## config.mk

```make
export PLATFORM = sky130hd
export DESIGN_NAME = vector_norm_normalizer_flat
export DESIGN_NICKNAME = d
export VERILOG_FILES = /design/src/rtl/core/vnn_pkg.sv /design/src/rtl/core/vnn_if.sv /design/src/rtl/core/vnn_cmpsub.sv /design/src/rtl/core/vector_norm_normalizer.sv /design/src/flat_wrapper.sv
export SDC_FILE = /design/constraint.sdc
export NUM_CORES = 2
export LEC_CHECK = 0
export BUFFER_PORTS_ARGS = -buffer_cell sky130_fd_sc_hd__buf_2
export CAP_MARGIN = 20
export CORE_UTILIZATION = 45
export CTS_CLUSTER_SIZE = 40
export DETAILED_ROUTE_END_ITERATION = 10
export PLACE_DENSITY = 0.72
export SLEW_MARGIN = 20
export SYNTH_ARGS = -nofsm -noshare
export SYNTH_HDL_FRONTEND = slang
export SYNTH_SLANG_ARGS = --single-unit
```

## constraint.sdc

```tcl
create_clock -name clock -period 8.13 [get_ports clock]
set_clock_uncertainty 0.15 [all_clocks]
set_input_delay 0.813 -clock clock [delete_from_list [all_inputs] [get_ports clock]]
set_output_delay 0.813 -clock clock [all_outputs]
set_load 0.02 [all_outputs]
```

## src/rtl/core/vnn_pkg.sv

```systemverilog
// Shared constants and types for the vector norm normalizer
`default_nettype none

package vnn_pkg;

   localparam int MAX_LEN_DEF     = 64;
   localparam int SAMPLE_BITS_DEF = 16;

   localparam int ACC_W       = 37;
   localparam int NORM_FRAC   = 8;
   localparam int FRAC_SHIFT  = 23;
   localparam int DIV_STEPS   = 16;
   localparam int OUT_W       = 16;
   localparam int MODE_W      = 2;
   localparam int CSR_ADDR_W  = 3;
   localparam int CSR_DATA_W  = 32;

   localparam logic [ACC_W-1:0] ACC_MAX   = {ACC_W{1'b1}};
   localparam logic [OUT_W-1:0] Q_POS_MAX = 16'h7FFF;
   localparam logic [OUT_W:0]   Q_NEG_MAG = 17'h08000;

   localparam logic [MODE_W-1:0] MODE_L2 = 2'd0;
   localparam logic [MODE_W-1:0] MODE_L1 = 2'd1;

   localparam logic REG_NORM_MODE = 1'b0;

   typedef enum logic [2:0] {
      S_LOAD,
      S_DRAIN,
      S_NORM,
      S_ROOT,
      S_READ,
      S_SETUP,
      S_DIV,
      S_OUT
   } state_type;

endpackage

`default_nettype wire

```

## src/rtl/core/vnn_if.sv

```systemverilog
// Valid/ready channel interfaces for samples and scaled results
`default_nettype none

interface vnn_req_if #(
   parameter int SAMPLE_BITS = vnn_pkg::SAMPLE_BITS_DEF
);
   logic                          valid;
   logic                          ready;
   logic signed [SAMPLE_BITS-1:0] sample;
   logic                          last_sample;

   modport source (output valid, output sample, output last_sample, input ready);
   modport sink   (input valid, input sample, input last_sample, output ready);
endinterface

interface vnn_rsp_if;
   import vnn_pkg::*;

   logic                    valid;
   logic                    ready;
   logic signed [OUT_W-1:0] scaled_value;
   logic                    last_value;
   logic                    overflowed;

   modport source (output valid, output scaled_value, output last_value, output overflowed,
                   input ready);
   modport sink   (input valid, input scaled_value, input last_value, input overflowed,
                   output ready);
endinterface

`default_nettype wire

```

## src/rtl/core/vnn_cmpsub.sv

```systemverilog
// Shared compare-and-subtract unit used by the root and divide iterations
`default_nettype none

module vnn_cmpsub #(
   parameter int WIDTH = 62
) (
   input  wire logic [WIDTH-1:0] op_a,
   input  wire logic [WIDTH-1:0] op_b,
   output logic                  a_ge_b,
   output logic [WIDTH-1:0]      diff
);

   logic [WIDTH:0] wide_diff;

   always_comb begin
      wide_diff = {1'b0, op_a} - {1'b0, op_b};
      a_ge_b    = ~wide_diff[WIDTH];
      diff      = wide_diff[WIDTH-1:0];
   end

endmodule

`default_nettype wire

```

## src/rtl/core/vector_norm_normalizer.sv

```systemverilog
// Vector normalizer: L2 / L1 / max-magnitude norm, elements scaled to signed Q1.15
//
// Samples arrive on req_if (valid/ready); one is taken per cycle while loading.
// A transaction with last_sample set closes the vector. Results leave on rsp_if,
// one per stored element in arrival order, last_value on the final one and
// overflowed on all of them when samples beyond MAX_LEN were dropped.
// After the closing transaction the norm settles (drain, norm states), followed
// by the square root in L2 mode. Each element then passes store read, setup,
// 16 divide steps and output, and waits while the receiver holds rsp_if.ready
// low; one compare-subtract unit carries the root and the divide, one bit per
// cycle. req_if.ready stays low from the closing transaction until the final
// result is taken. A stalled result holds in its register until taken.
// norm_mode is written over the APB port at byte 0; it applies to each sample
// as it arrives, and the mode at the closing sample picks the norm.
// Synchronous reset clears the sequencer, sample count, drop flag, accumulator and the mode
// register; the sample store holds no reset state.
`default_nettype none

module vector_norm_normalizer #(
   parameter int MAX_LEN     = vnn_pkg::MAX_LEN_DEF,
   parameter int SAMPLE_BITS = vnn_pkg::SAMPLE_BITS_DEF
) (
   input  wire logic                            clock,
   input  wire logic                            reset,
   vnn_req_if.sink                              req_if,
   vnn_rsp_if.source                            rsp_if,
   input  wire logic                            psel,
   input  wire logic                            penable,
   input  wire logic                            pwrite,
   input  wire logic [vnn_pkg::CSR_ADDR_W-1:0]  paddr,
   input  wire logic [vnn_pkg::CSR_DATA_W-1:0]  pwdata,
   output logic      [vnn_pkg::CSR_DATA_W-1:0]  prdata,
   output logic                                 pready
);
   import vnn_pkg::*;

   localparam int CNT_W  = $clog2(MAX_LEN + 1);
   localparam int AW     = (MAX_LEN > 1) ? $clog2(MAX_LEN) : 1;
   localparam int PEND_W = 2 * SAMPLE_BITS;
   localparam int SUM_W  = ((ACC_W > PEND_W) ? ACC_W : PEND_W) + 1;
   localparam int NW     = ACC_W + NORM_FRAC;
   localparam int SQ_W   = ACC_W + 2 * NORM_FRAC + 1;
   localparam int ROOT_STEPS = SQ_W / 2;
   localparam int DVD_W  = ((SAMPLE_BITS + FRAC_SHIFT > NW) ? SAMPLE_BITS + FRAC_SHIFT : NW) + 1;
   localparam int CW0    = (NW + DIV_STEPS + 1 > DVD_W) ? NW + DIV_STEPS + 1 : DVD_W;
   localparam int CW     = (CW0 > SQ_W) ? CW0 : SQ_W;
   localparam int SW     = $clog2(DIV_STEPS);

   state_type               state_ff, state_in;
   logic [MODE_W-1:0]       mode_ff;
   logic [CNT_W-1:0]        count_ff, count_in;
   logic [ACC_W-1:0]        acc_ff, acc_in;
   logic                    drop_ff, drop_in;
   logic                    pend_vld_ff, pend_vld_in;
   logic                    pend_max_ff, pend_max_in;
   logic [PEND_W-1:0]       pend_val_ff, pend_val_in;
   logic                    l2_ff, l2_in;
   logic [NW-1:0]           norm_ff, norm_in;
   logic [CW-1:0]           rem_ff, rem_in;
   logic [CW-1:0]           dsh_ff, dsh_in;
   logic [SQ_W-1:0]         root_ff, root_in;
   logic [DIV_STEPS-1:0]    quot_ff, quot_in;
   logic [SW-1:0]           step_ff, step_in;
   logic                    ovf_ff, ovf_in;
   logic                    zero_ff, zero_in;
   logic                    neg_ff, neg_in;
   logic [CNT_W-1:0]        elem_ff, elem_in;
   logic [OUT_W-1:0]        rsp_val_ff, rsp_val_in;
   logic                    rsp_last_ff, rsp_last_in;
   logic                    rsp_ovf_ff, rsp_ovf_in;

   logic [SAMPLE_BITS-1:0]  store [MAX_LEN];
   logic [SAMPLE_BITS-1:0]  rd_data_ff;
   logic                    wr_en;

   logic                    rsp_xact, csr_write;
   logic [SAMPLE_BITS-1:0]  in_mag, rd_mag;
   logic [PEND_W-1:0]       in_sq;
   logic [SUM_W-1:0]        acc_sum;
   logic [ACC_W-1:0]        acc_upd;
   logic [DVD_W-1:0]        dividend;
   logic [CW-1:0]           cs_a, cs_b, cs_diff;
   logic                    cs_ge;
   logic [SQ_W-1:0]         root_next;
   logic [DIV_STEPS-1:0]    quot_next;
   logic [OUT_W:0]          neg_mag;

   assign rsp_xact  = rsp_if.valid & rsp_if.ready;
   assign csr_write = psel & penable & pwrite & pready;

   assign pready = 1'b1;
   assign prdata = (paddr[CSR_ADDR_W-1] == REG_NORM_MODE) ?
                   CSR_DATA_W'(mode_ff) : '0;

   always_ff @(posedge clock) begin
      if (reset) begin
         mode_ff <= MODE_L2;
      end else if (csr_write && paddr[CSR_ADDR_W-1] == REG_NORM_MODE) begin
         mode_ff <= pwdata[MODE_W-1:0];
      end
   end

   always_ff @(posedge clock) begin
      if (wr_en) begin
         store[count_ff[AW-1:0]] <= SAMPLE_BITS'(req_if.sample);
      end
      rd_data_ff <= store[elem_ff[AW-1:0]];
   end

   vnn_cmpsub #(.WIDTH(CW)) u_cmpsub (
      .op_a   (cs_a),
      .op_b   (cs_b),
      .a_ge_b (cs_ge),
      .diff   (cs_diff)
   );

   always_comb begin
      in_mag = req_if.sample[SAMPLE_BITS-1] ?
               SAMPLE_BITS'(~req_if.sample) + SAMPLE_BITS'(1) : SAMPLE_BITS'(req_if.sample);
      rd_mag = rd_data_ff[SAMPLE_BITS-1] ?
               ~rd_data_ff + SAMPLE_BITS'(1) : rd_data_ff;
      in_sq  = PEND_W'(in_mag) * PEND_W'(in_mag);

      acc_sum = SUM_W'(acc_ff) + SUM_W'(pend_val_ff);
      acc_upd = acc_ff;
      if (pend_vld_ff) begin
         if (pend_max_ff) begin
            if (SUM_W'(pend_val_ff) > SUM_W'(acc_ff)) begin
               acc_upd = ACC_W'(pend_val_ff);
            end
         end else begin
            acc_upd = (acc_sum > SUM_W'(ACC_MAX)) ? ACC_MAX : ACC_W'(acc_sum);
         end
      end

      dividend = (DVD_W'(rd_mag) << FRAC_SHIFT) + DVD_W'(norm_ff >> 1);

      case (state_ff)
         S_ROOT: begin
            cs_a = rem_ff;
            cs_b = dsh_ff | CW'(root_ff);
         end
         S_SETUP: begin
            cs_a = CW'(dividend);
            cs_b = CW'(norm_ff) << DIV_STEPS;
         end
         default: begin
            cs_a = rem_ff;
            cs_b = dsh_ff;
         end
      endcase

      root_next = cs_ge ? ((root_ff >> 1) | SQ_W'(dsh_ff)) : (root_ff >> 1);
      quot_next = {quot_ff[DIV_STEPS-2:0], cs_ge};
      neg_mag   = (ovf_ff || quot_next > DIV_STEPS'(Q_NEG_MAG)) ?
                  Q_NEG_MAG : {1'b0, quot_next};
   end

   always_comb begin
      state_in    = state_ff;
      count_in    = count_ff;
      acc_in      = acc_upd;
      drop_in     = drop_ff;
      pend_vld_in = 1'b0;
      pend_max_in = pend_max_ff;
      pend_val_in = pend_val_ff;
      l2_in       = l2_ff;
      norm_in     = norm_ff;
      rem_in      = rem_ff;
      dsh_in      = dsh_ff;
      root_in     = root_ff;
      quot_in     = quot_ff;
      step_in     = step_ff;
      ovf_in      = ovf_ff;
      zero_in     = zero_ff;
      neg_in      = neg_ff;
      elem_in     = elem_ff;
      rsp_val_in  = rsp_val_ff;
      rsp_last_in = rsp_last_ff;
      rsp_ovf_in  = rsp_ovf_ff;
      wr_en       = 1'b0;
      req_if.ready = 1'b0;
      rsp_if.valid = 1'b0;

      case (state_ff)
         S_LOAD: begin
            req_if.ready = 1'b1;
            if (req_if.valid) begin
               if (count_ff < CNT_W'(MAX_LEN)) begin
                  wr_en       = 1'b1;
                  count_in    = count_ff + CNT_W'(1);
                  pend_vld_in = 1'b1;
                  pend_max_in = (mode_ff != MODE_L2) && (mode_ff != MODE_L1);
                  pend_val_in = (mode_ff == MODE_L2) ? in_sq : PEND_W'(in_mag);
               end else begin
                  drop_in = 1'b1;
               end
               if (req_if.last_sample) begin
                  l2_in    = (mode_ff == MODE_L2);
                  state_in = S_DRAIN;
               end
            end
         end
         S_DRAIN: begin
            state_in = S_NORM;
         end
         S_NORM: begin
            elem_in = '0;
            if (acc_ff == '0) begin
               norm_in  = '0;
               state_in = S_READ;
            end else if (l2_ff) begin
               rem_in   = CW'(acc_ff) << (2 * NORM_FRAC);
               dsh_in   = CW'(1) << (2 * (ROOT_STEPS - 1));
               root_in  = '0;
               state_in = S_ROOT;
            end else begin
               norm_in  = NW'(acc_ff) << NORM_FRAC;
               state_in = S_READ;
            end
         end
         S_ROOT: begin
            if (cs_ge) begin
               rem_in = cs_diff;
            end
            root_in = root_next;
            dsh_in  = dsh_ff >> 2;
            if (dsh_ff == CW'(1)) begin
               norm_in  = NW'(root_next);
               state_in = S_READ;
            end
         end
         S_READ: begin
            state_in = S_SETUP;
         end
         S_SETUP: begin
            zero_in  = (norm_ff == '0);
            ovf_in   = cs_ge && (norm_ff != '0);
            neg_in   = rd_data_ff[SAMPLE_BITS-1];
            rem_in   = CW'(dividend);
            dsh_in   = CW'(norm_ff) << (DIV_STEPS - 1);
            quot_in  = '0;
            step_in  = SW'(DIV_STEPS - 1);
            state_in = S_DIV;
         end
         S_DIV: begin
            if (cs_ge) begin
               rem_in = cs_diff;
            end
            quot_in = quot_next;
            dsh_in  = dsh_ff >> 1;
            step_in = step_ff - SW'(1);
            if (step_ff == '0) begin
               if (zero_ff) begin
                  rsp_val_in = '0;
               end else if (neg_ff) begin
                  rsp_val_in = OUT_W'(~neg_mag + (OUT_W + 1)'(1));
               end else begin
                  rsp_val_in = (ovf_ff || quot_next > Q_POS_MAX) ? Q_POS_MAX : quot_next;
               end
               rsp_last_in = ((elem_ff + CNT_W'(1)) == count_ff);
               rsp_ovf_in  = drop_ff;
               state_in    = S_OUT;
            end
         end
         S_OUT: begin
            rsp_if.valid = 1'b1;
            if (rsp_if.ready) begin
               if (rsp_last_ff) begin
                  count_in = '0;
                  acc_in   = '0;
                  drop_in  = 1'b0;
                  state_in = S_LOAD;
               end else begin
                  elem_in  = elem_ff + CNT_W'(1);
                  state_in = S_READ;
               end
            end
         end
         default: begin
            state_in = S_LOAD;
         end
      endcase
   end

   assign rsp_if.scaled_value = rsp_val_ff;
   assign rsp_if.last_value   = rsp_last_ff;
   assign rsp_if.overflowed   = rsp_ovf_ff;

   always_ff @(posedge clock) begin
      if (reset) begin
         state_ff    <= S_LOAD;
         count_ff    <= '0;
         acc_ff      <= '0;
         drop_ff     <= 1'b0;
         pend_vld_ff <= 1'b0;
      end else begin
         state_ff    <= state_in;
         count_ff    <= count_in;
         acc_ff      <= acc_in;
         drop_ff     <= drop_in;
         pend_vld_ff <= pend_vld_in;
      end
   end

   always_ff @(posedge clock) begin
      pend_max_ff <= pend_max_in;
      pend_val_ff <= pend_val_in;
      l2_ff       <= l2_in;
      norm_ff     <= norm_in;
      rem_ff      <= rem_in;
      dsh_ff      <= dsh_in;
      root_ff     <= root_in;
      quot_ff     <= quot_in;
      step_ff     <= step_in;
      ovf_ff      <= ovf_in;
      zero_ff     <= zero_in;
      neg_ff      <= neg_in;
      elem_ff     <= elem_in;
      rsp_val_ff  <= rsp_val_in;
      rsp_last_ff <= rsp_last_in;
      rsp_ovf_ff  <= rsp_ovf_in;
   end

`ifndef ASSERT_OFF
   a_count_bound: assert property (@(posedge clock) disable iff (reset)
      count_ff <= CNT_W'(MAX_LEN))
      else $error("element count beyond store depth");

   a_clear_after_last: assert property (@(posedge clock) disable iff (reset)
      (rsp_xact && rsp_last_ff) |=> (count_ff == '0 && acc_ff == '0 && !drop_ff))
      else $error("vector state not cleared after final transaction");

   a_div_remainder: assert property (@(posedge clock) disable iff (reset)
      (state_ff == S_DIV && !zero_ff && !ovf_ff) |-> ({1'b0, rem_ff} < {dsh_ff, 1'b0}))
      else $error("divide remainder out of range");

   a_pend_in_load: assert property (@(posedge clock) disable iff (reset)
      pend_vld_ff |-> (state_ff == S_LOAD || state_ff == S_DRAIN))
      else $error("accumulate pending outside load");

   a_elem_in_range: assert property (@(posedge clock) disable iff (reset)
      (state_ff == S_OUT) |-> (elem_ff < count_ff))
      else $error("emitting past stored elements");
`endif

endmodule

`default_nettype wire

```

## src/flat_wrapper.sv

```systemverilog
// flat-port wrapper written by rule: the top's interface ports become plain ports
module vector_norm_normalizer_flat import vnn_pkg::*;
#(
   parameter int MAX_LEN     = vnn_pkg::MAX_LEN_DEF,
   parameter int SAMPLE_BITS = vnn_pkg::SAMPLE_BITS_DEF
)
  (clock, reset, psel, penable, pwrite, paddr, pwdata, prdata, pready, req_if_valid, req_if_sample, req_if_last_sample, req_if_ready, rsp_if_valid, rsp_if_scaled_value, rsp_if_last_value, rsp_if_overflowed, rsp_if_ready);
  vnn_req_if #(.SAMPLE_BITS(SAMPLE_BITS)) req_if_i ();
  vnn_rsp_if rsp_if_i ();
  input  wire logic clock;
  input  wire logic reset;
  input  wire logic psel;
  input  wire logic penable;
  input  wire logic pwrite;
  input  wire logic [vnn_pkg::CSR_ADDR_W-1:0] paddr;
  input  wire logic [vnn_pkg::CSR_DATA_W-1:0] pwdata;
  output logic      [vnn_pkg::CSR_DATA_W-1:0] prdata;
  output logic pready;
  input wire logic [$bits(req_if_i.valid)-1:0] req_if_valid;
  input wire logic [$bits(req_if_i.sample)-1:0] req_if_sample;
  input wire logic [$bits(req_if_i.last_sample)-1:0] req_if_last_sample;
  output wire logic [$bits(req_if_i.ready)-1:0] req_if_ready;
  output wire logic [$bits(rsp_if_i.valid)-1:0] rsp_if_valid;
  output wire logic [$bits(rsp_if_i.scaled_value)-1:0] rsp_if_scaled_value;
  output wire logic [$bits(rsp_if_i.last_value)-1:0] rsp_if_last_value;
  output wire logic [$bits(rsp_if_i.overflowed)-1:0] rsp_if_overflowed;
  input wire logic [$bits(rsp_if_i.ready)-1:0] rsp_if_ready;
  assign req_if_i.valid = req_if_valid;
  assign req_if_i.sample = req_if_sample;
  assign req_if_i.last_sample = req_if_last_sample;
  assign req_if_ready = req_if_i.ready;
  assign rsp_if_valid = rsp_if_i.valid;
  assign rsp_if_scaled_value = rsp_if_i.scaled_value;
  assign rsp_if_last_value = rsp_if_i.last_value;
  assign rsp_if_overflowed = rsp_if_i.overflowed;
  assign rsp_if_i.ready = rsp_if_ready;
  vector_norm_normalizer #(.MAX_LEN(MAX_LEN), .SAMPLE_BITS(SAMPLE_BITS)) u_core (.clock(clock), .reset(reset), .req_if(req_if_i), .rsp_if(rsp_if_i), .psel(psel), .penable(penable), .pwrite(pwrite), .paddr(paddr), .pwdata(pwdata), .prdata(prdata), .pready(pready));
endmodule
```

## Yosys cells after proc, flatten, opt, wreduce, memory -nomap -nowiden

Memory sizes are Yosys's and may differ from the RTL's. A register that Yosys moved wholly into a read port is not among the register bits.
Cells that the tools add are included.

| storage, ports and cells | value |
|---|---|
| word-level logic and storage cells | 163 |
| memory bits (read-only) | 0 |
| output and inout port bits | 53 |
| memories | 1 |
| latch bits | 0 |
| bits in writable memories | 1,024 |
| flip-flop bits (word level) | 355 |

| cells by class | value |
|---|---|
| magnitude comparators | 5 |
| $add $sub $neg | 9 |
| shifts and indexed selects | 0 |
| equal/unequal tests | 23 |
| bitwise gates (word level) | 9 |
| multiply operators | 1 |
| divide/modulo/power cells | 0 |
| mux-type cells | 62 |
| reduce and logical (&&, ||, !) cells | 30 |

Memories:

| memory | depth | width | rd ports | clocked after Yosys merged registers in | write ports | line | text |
|---|---|---|---|---|---|---|---|
| u_core.store | 64 | 16 | 1 | 1 | 1 | vector_norm_normalizer.sv:72 | `logic [SAMPLE_BITS-1:0] store [MAX_LEN];` |

Operators with widths:

| operator | count |
|---|---|
| $mux 62 | 6 |
| $mux 37 | 7 |
| $pmux 62 s4 | 1 |
| $pmux 62 s3 | 1 |
| $mux 54 | 3 |
| $mux 45 | 3 |
| $pmux 62 s2 | 1 |
| $pmux 54 s2 | 1 |
| $mux 16 | 6 |
| $pmux 45 s2 | 1 |
| $sub 62x62->63 | 1 |
| $eq 62x1->1 const B | 1 |
| $or 62x54->62 | 1 |
| $or 53x54->54 | 1 |
| $not 16->16 | 3 |
| $add 39x44->45 | 1 |
| $logic_not 45->1 | 1 |
| $reduce_bool 45->1 | 1 |
| $mux 7 | 6 |
| $add 37x32->38 | 1 |
| $gt 38x37->1 const B | 1 |
| $gt 32x37->1 | 1 |
| $logic_not 37->1 | 1 |
| $add 16x1->16 const B | 2 |
| other kinds (37) | 87 |

## Longest topological paths before layout

| logic depth | value |
|---|---|
| depth after elaboration | 13 |
| gate-level depth with buffers | 36 |

## By module

A second synthesis with hierarchy kept.

| unflattened totals | value |
|---|---|
| cell total of the unflattened synthesis | 5,302 |
| area total of the unflattened synthesis | 72,000.3 µm² |

By module, submodules not included:

| module | sequential area each (µm²) | area each (µm²) | instances | cells each |
|---|---|---|---|---|
| vector_norm_normalizer | 41,159.5 | 67,996.5 | 1 | 4,676 |
| vnn_cmpsub | 0.0 | 4,003.8 | 1 | 626 |

## Worst setup path after synthesis

Ideal clock, no wire load.

| timing | value |
|---|---|
| path type | in2reg |
| from | input port req_if_sample[5] |
| to | register u_core.pend_val_ff[28], data pin |
| buffers on the path | 1 |
| stages | 30 |
| setup slack | -289 ps |
| arrival | 8,004 ps |
| data required time | 7,714 ps |
| setup time | 266 ps |
| path through | or4_1 -> nor2_1 -> nand2_1 -> o41ai_1 -> xor2_1 -> inv_1 -> clkbuf_1 -> nand2_1 -> inv_1 -> fa_1 -> inv_1 -> fa_1 -> inv_1 -> fa_1 -> inv_1 -> fa_1 -> fa_1 -> fa_1 -> inv_1 -> ha_1 -> a21o_1 -> a21oi_1 -> nor2b_1 -> o21a_1 -> a311o_1 -> a21o_1 -> a211o_1 -> a311oi_1 -> xor2_1 -> nor2_1 |

| on the way | value |
|---|---|
| word-level cells in the longest chain between the ends | 4 |

RTL lines:

| element | line | text |
|---|---|---|
| start, declared | flat_wrapper.sv:20 | `input wire logic [$bits(req_if_i.sample)-1:0] req_if_sample;` |
| $not 16->16 | vector_norm_normalizer.sv:119 | `SAMPLE_BITS'(~req_if.sample) + SAMPLE_BITS'(1) : SAMPLE_BITS'(req_if.sample);` |
| $add 16x2->16 | vector_norm_normalizer.sv:119 |  |
| $mux 16 (*) | vector_norm_normalizer.sv:118 | `in_mag = req_if.sample[SAMPLE_BITS-1] ?` |
| $mul 16x16->32 (*) | vector_norm_normalizer.sv:122 | `in_sq = PEND_W'(in_mag) * PEND_W'(in_mag);` |
| end signal, assigned | vector_norm_normalizer.sv:308 | `pend_val_ff <= pend_val_in;` |
| end, declared | vector_norm_normalizer.sv:56 | `logic [PEND_W-1:0] pend_val_ff, pend_val_in;` |

Mark *: on every way between the ends. The rest lies on a longest branch, timed or not.
A chain may end at the register's enable or synchronous reset.

## Worst setup path after layout

| timing | value |
|---|---|
| from | input port req_if_sample[7] |
| to | register u_core.pend_val_ff[28], data pin |

The elaborated chain is that of the path after synthesis.

==> flow_summary.toml <==
[status]
status = "finished clean"

[setup_path]
critical_path_launch_point = "req_if_sample[7]"
worst_r2r_endpoint = "u_core.rsp_if.scaled_value[14]"
required_time_reported_for_the_critical_path_endpoint_ns = 8.46
cp_data_arrival_time_ns = 8.12
end_kind = "register"
reg2reg_setup_slack_ns = 0.66
critical_path.max_fanout = 3
critical_path.reg2reg.startpoint = "u_core.rd_data_ff[0]"
crit_type = "in -> reg"
worstSetupEndpoint = "u_core.pend_val_ff[28]"
reg2regPathDepth = 31
startpoint_types = "input pin"

[place]
gp_routability_congestion = 0.9532
detailedPlacementHpwl_um = 122600
placed_area_mm2 = 0.07515
portBuffers = 48

[pwr]
power.share.combinational = 0.514
pwr-share-clk = 0.193
p_sw_w = 0.01269
power.sequential.fraction = 0.293
cellLeakagePower_nw = 29.02
max-vdd-ir-drop_mv = 0.9665
sw_frac_of_total = 0.3912
pwr_density_cell_mw_per_mm2 = 407.6
cellInternalPower_w = 0.01975

[timing]
tightestPinTransition_ns = 1.223
period_minus_slack_ns = 7.786
fmaxAchievable_ghz = 0.1284
timing.final.crit_share = 0.9577
setup_viol = 0
grt_setup_unrepaired = "false"
max_slew_margin = 0.1718
final-max-slew-violation-count = 0
hold_fails_final_rpt = 0

[global_routing]
grt.total_usage = 0.2383
grt_overflow_total = 0
vias_in_the_first_global_route = 44310
grt_start_max_net_pins = 149
antenna_violations_before_repair = 5
grt_first_pass_wirelength_um = 282500

[die]
vertical_die_dimension_um = 399.5
die-width_um = 399.5
initial_core_util = 0.4541
die_area_mm2 = 0.1596
number_of_rows_in_the_core_area = 145
boundary_pin_count = 112
fp.coreArea_mm2 = 0.1566

[logic_synthesis]
synth.yosys.seq_area_share = 0.5789
distinct_cell_type_count_after_synthesis = 99
synth_enable_flop_cells = 1326
synthesis.area_mm2 = 0.07110
synthesis.area_per_instance_um2 = 14.01
ys_async_sr_fraction = 0
synth.top_cell.area_share = 0.5600
dominantRegCellSynth = "edfxtp_1"
yosysWarnings = 0
syn-instance-count = 5075
synth_top_cells_by_area = "edfxtp_1, mux4_2, fa_1"
ys_ff_latch = 1393
synth_largest_area_cell = "edfxtp_1"

[clock_network]
max-clock-path-buffers = 3
clock_buffer_count_from_cts = 140
clock_sink_count = 1393
htree_num_levels = 4
tritoncts = "done"
postCtsSetupRepairBufs = 0
worstSkewPairLatency_ns = 0.79
clock-root-buffer = "clkbuf_16"
cts.clk_slew.worst_paths_ns = 0.05

[hold_path]
hp-class = "in -> reg"

[routing]
routed_via_density = 6.024
first_pass_iters = 6
drt_drc_violations_left = 0
drt-wirelength-per-cell_um = 25.52
final_antenna_net_count = 0
detailedRoute.firstIterationViolations = 5325
postRouteWirelength_um = 190400
num_vias = 44950

[layout]
synthToLayoutAreaGrowth_pct = 11.96
stdcell_area_mm2 = 0.07960
post-route-util = 0.5084
num-nets-final = 5760
post_route_cells_drive_above_1_share = 0.1731

[run]
cap_viol_max_count = 0
## power by group through the flow
stage                     clock network (W)  logic (W)  registers, W
after global routing                0.00657     0.0184       0.00954
after detailed placement                  0     0.0164       0.00963
after CTS                           0.00633     0.0166       0.00948
after global placement                    0     0.0162       0.00960
after floorplan                           0     0.0110       0.00935
final                               0.00625     0.0167       0.00951
## flip-flops by register name, indices dropped and copies added (netlist names), 2 cells and up
name,count
u_core.store,1024
u_core.rem_ff,62
u_core.dsh_ff,60
u_core.root_ff,54
u_core.norm_ff,45
u_core.acc_ff,37
u_core.pend_val_ff,32
u_core.rd_data_ff,16
u_core.rsp_if.scaled_value,16
u_core.quot_ff,15
u_core.count_ff,7
u_core.elem_ff,7
u_core.step_ff,4
u_core.state_ff,3
u_core.mode_ff,2
## worst max-delay path, cell delays in order
cell	delay [ns]
buf_2	0.11
or4_1	0.51
buf_4	0.21
or4_1	0.45
o21a_1	0.22
xor2_1	0.23
nand2_1	0.13
fa_1	0.51
inv_1	0.06
fa_1	0.55
inv_1	0.06
fa_1	0.48
fa_1	0.59
fa_2	0.46
fa_1	0.53
inv_2	0.05
ha_4	0.24
a21o_1	0.15
a21oi_1	0.14
nor2b_1	0.07
o21a_1	0.21
a311o_1	0.33
a21o_1	0.19
a211o_1	0.35
a311oi_2	0.25
xor2_1	0.17
nor2_1	0.05
## cells in the mapped netlist (44+ instances only)
master	count
fa_1	167
inv_1	343
a221oi_1	44
edfxtp_1	1326
o21ai_0	171
mux4_2	336
xor2_1	73
dfxtp_1	67
ha_1	243
a22oi_1	56
nand3_1	52
nor2_1	385
nor4_1	45
and2_1	48
buf_1	45
nand2_1	375
clkbuf_1	187
mux2i_1	47
a21o_1	149
a21oi_1	281
xnor2_1	97
## placed cells by master, fill, tap and decap left out, drive strengths merged, types with 52 or more instances in the layout
master / n
edfxtp: 1326
nor2: 385
nand2: 375
inv: 354
mux4: 336
buf: 317
a21oi: 283
ha: 243
o21ai: 184
clkbuf: 180
fa: 167
a21o: 149
xnor2: 97
xor2: 73
dfxtp: 67
clkinv: 67
a22oi: 56
nand3: 52
## per-layer routing
| metal | wire length (µm) | vias up | global-route usage |
|---|---|---|---|
| met5 | 11 | - | 0 |
| met4 | 8331 | 2 | 0.1017 |
| met3 | 16630 | 409 | 0.04048 |
| met2 | 90240 | 2313 | 0.3859 |
| met1 | 75210 | 22690 | 0.3174 |
| li1 | - | 19530 | - |
## stage by stage
stage / setup WS (ns) / TNS [ns] / std cells / power (W) / hold slack [ns]
global route: 0.01132 / 0 / 7459 / 0.03454 / 0.1509
CTS: 0.3486 / 0 / 7457 / 0.03238 / 0.1019
global placement: -0.3539 / -2.088 / 7205 / 0.02578 / 0.2643
floorplan: 0.01256 / 0 / 5116 / 0.02031 / 0.2588
detailed placement: -0.4344 / -2.695 / 7205 / 0.02607 / 0.2703
finish: 0.3438 / 0 / 7461 / 0.03245 / 0.1553
## worst min path at each step
stage | from | end | slack, ns | depth (start not counted)
floorplan | u_core.drop_ff | u_core.rsp_if.overflowed | 0.26 | 0
global placement | u_core.drop_ff | u_core.rsp_if.overflowed | 0.26 | 0
detailed placement | u_core.drop_ff | u_core.rsp_if.overflowed | 0.27 | 0
CTS | pwdata[1] | u_core.mode_ff[1] | 0.10 | 3
global route | pwdata[0] | u_core.mode_ff[0] | 0.15 | 3
finish | pwdata[0] | u_core.mode_ff[0] | 0.16 | 3
## logic make-up (layout without fill, tap and decap cells)
group | count (synthesis) | after routing | share of synthesized area
xor gates and xnor gates | 170 | 170 | 0.02094
adders and majority gates | 410 | 410 | 0.08978
other | 2 | 45 | 0.0001056
muxes | 383 | 383 | 0.1130
and+or+nand+nor | 1112 | 1112 | 0.07078
AOI/OAI and AO/OA | 966 | 966 | 0.09063
buffers and inverters | 639 | 924 | 0.03583
DFF | 1393 | 1393 | 0.5789
## area by class of cell
class,instances,area [µm²]
Inverter,355,1334
Sequential cell,1393,41160
Tap cell,2058,2575
Antenna cell,2,5.005
Clock buffer,180,3727
Timing Repair Buffer,317,2396
Fill cell,12900,76970
Clock inverter,72,655.6
Multi-Input combinational cell,3084,27750
## repair_timing
action / 4_1_cts / 5_1_grt
resized for setup: 0 / 2
setup endpoints to repair: 0 / 3
hold buffers: 0 / 0
Power figures use the tool's default switching activity.
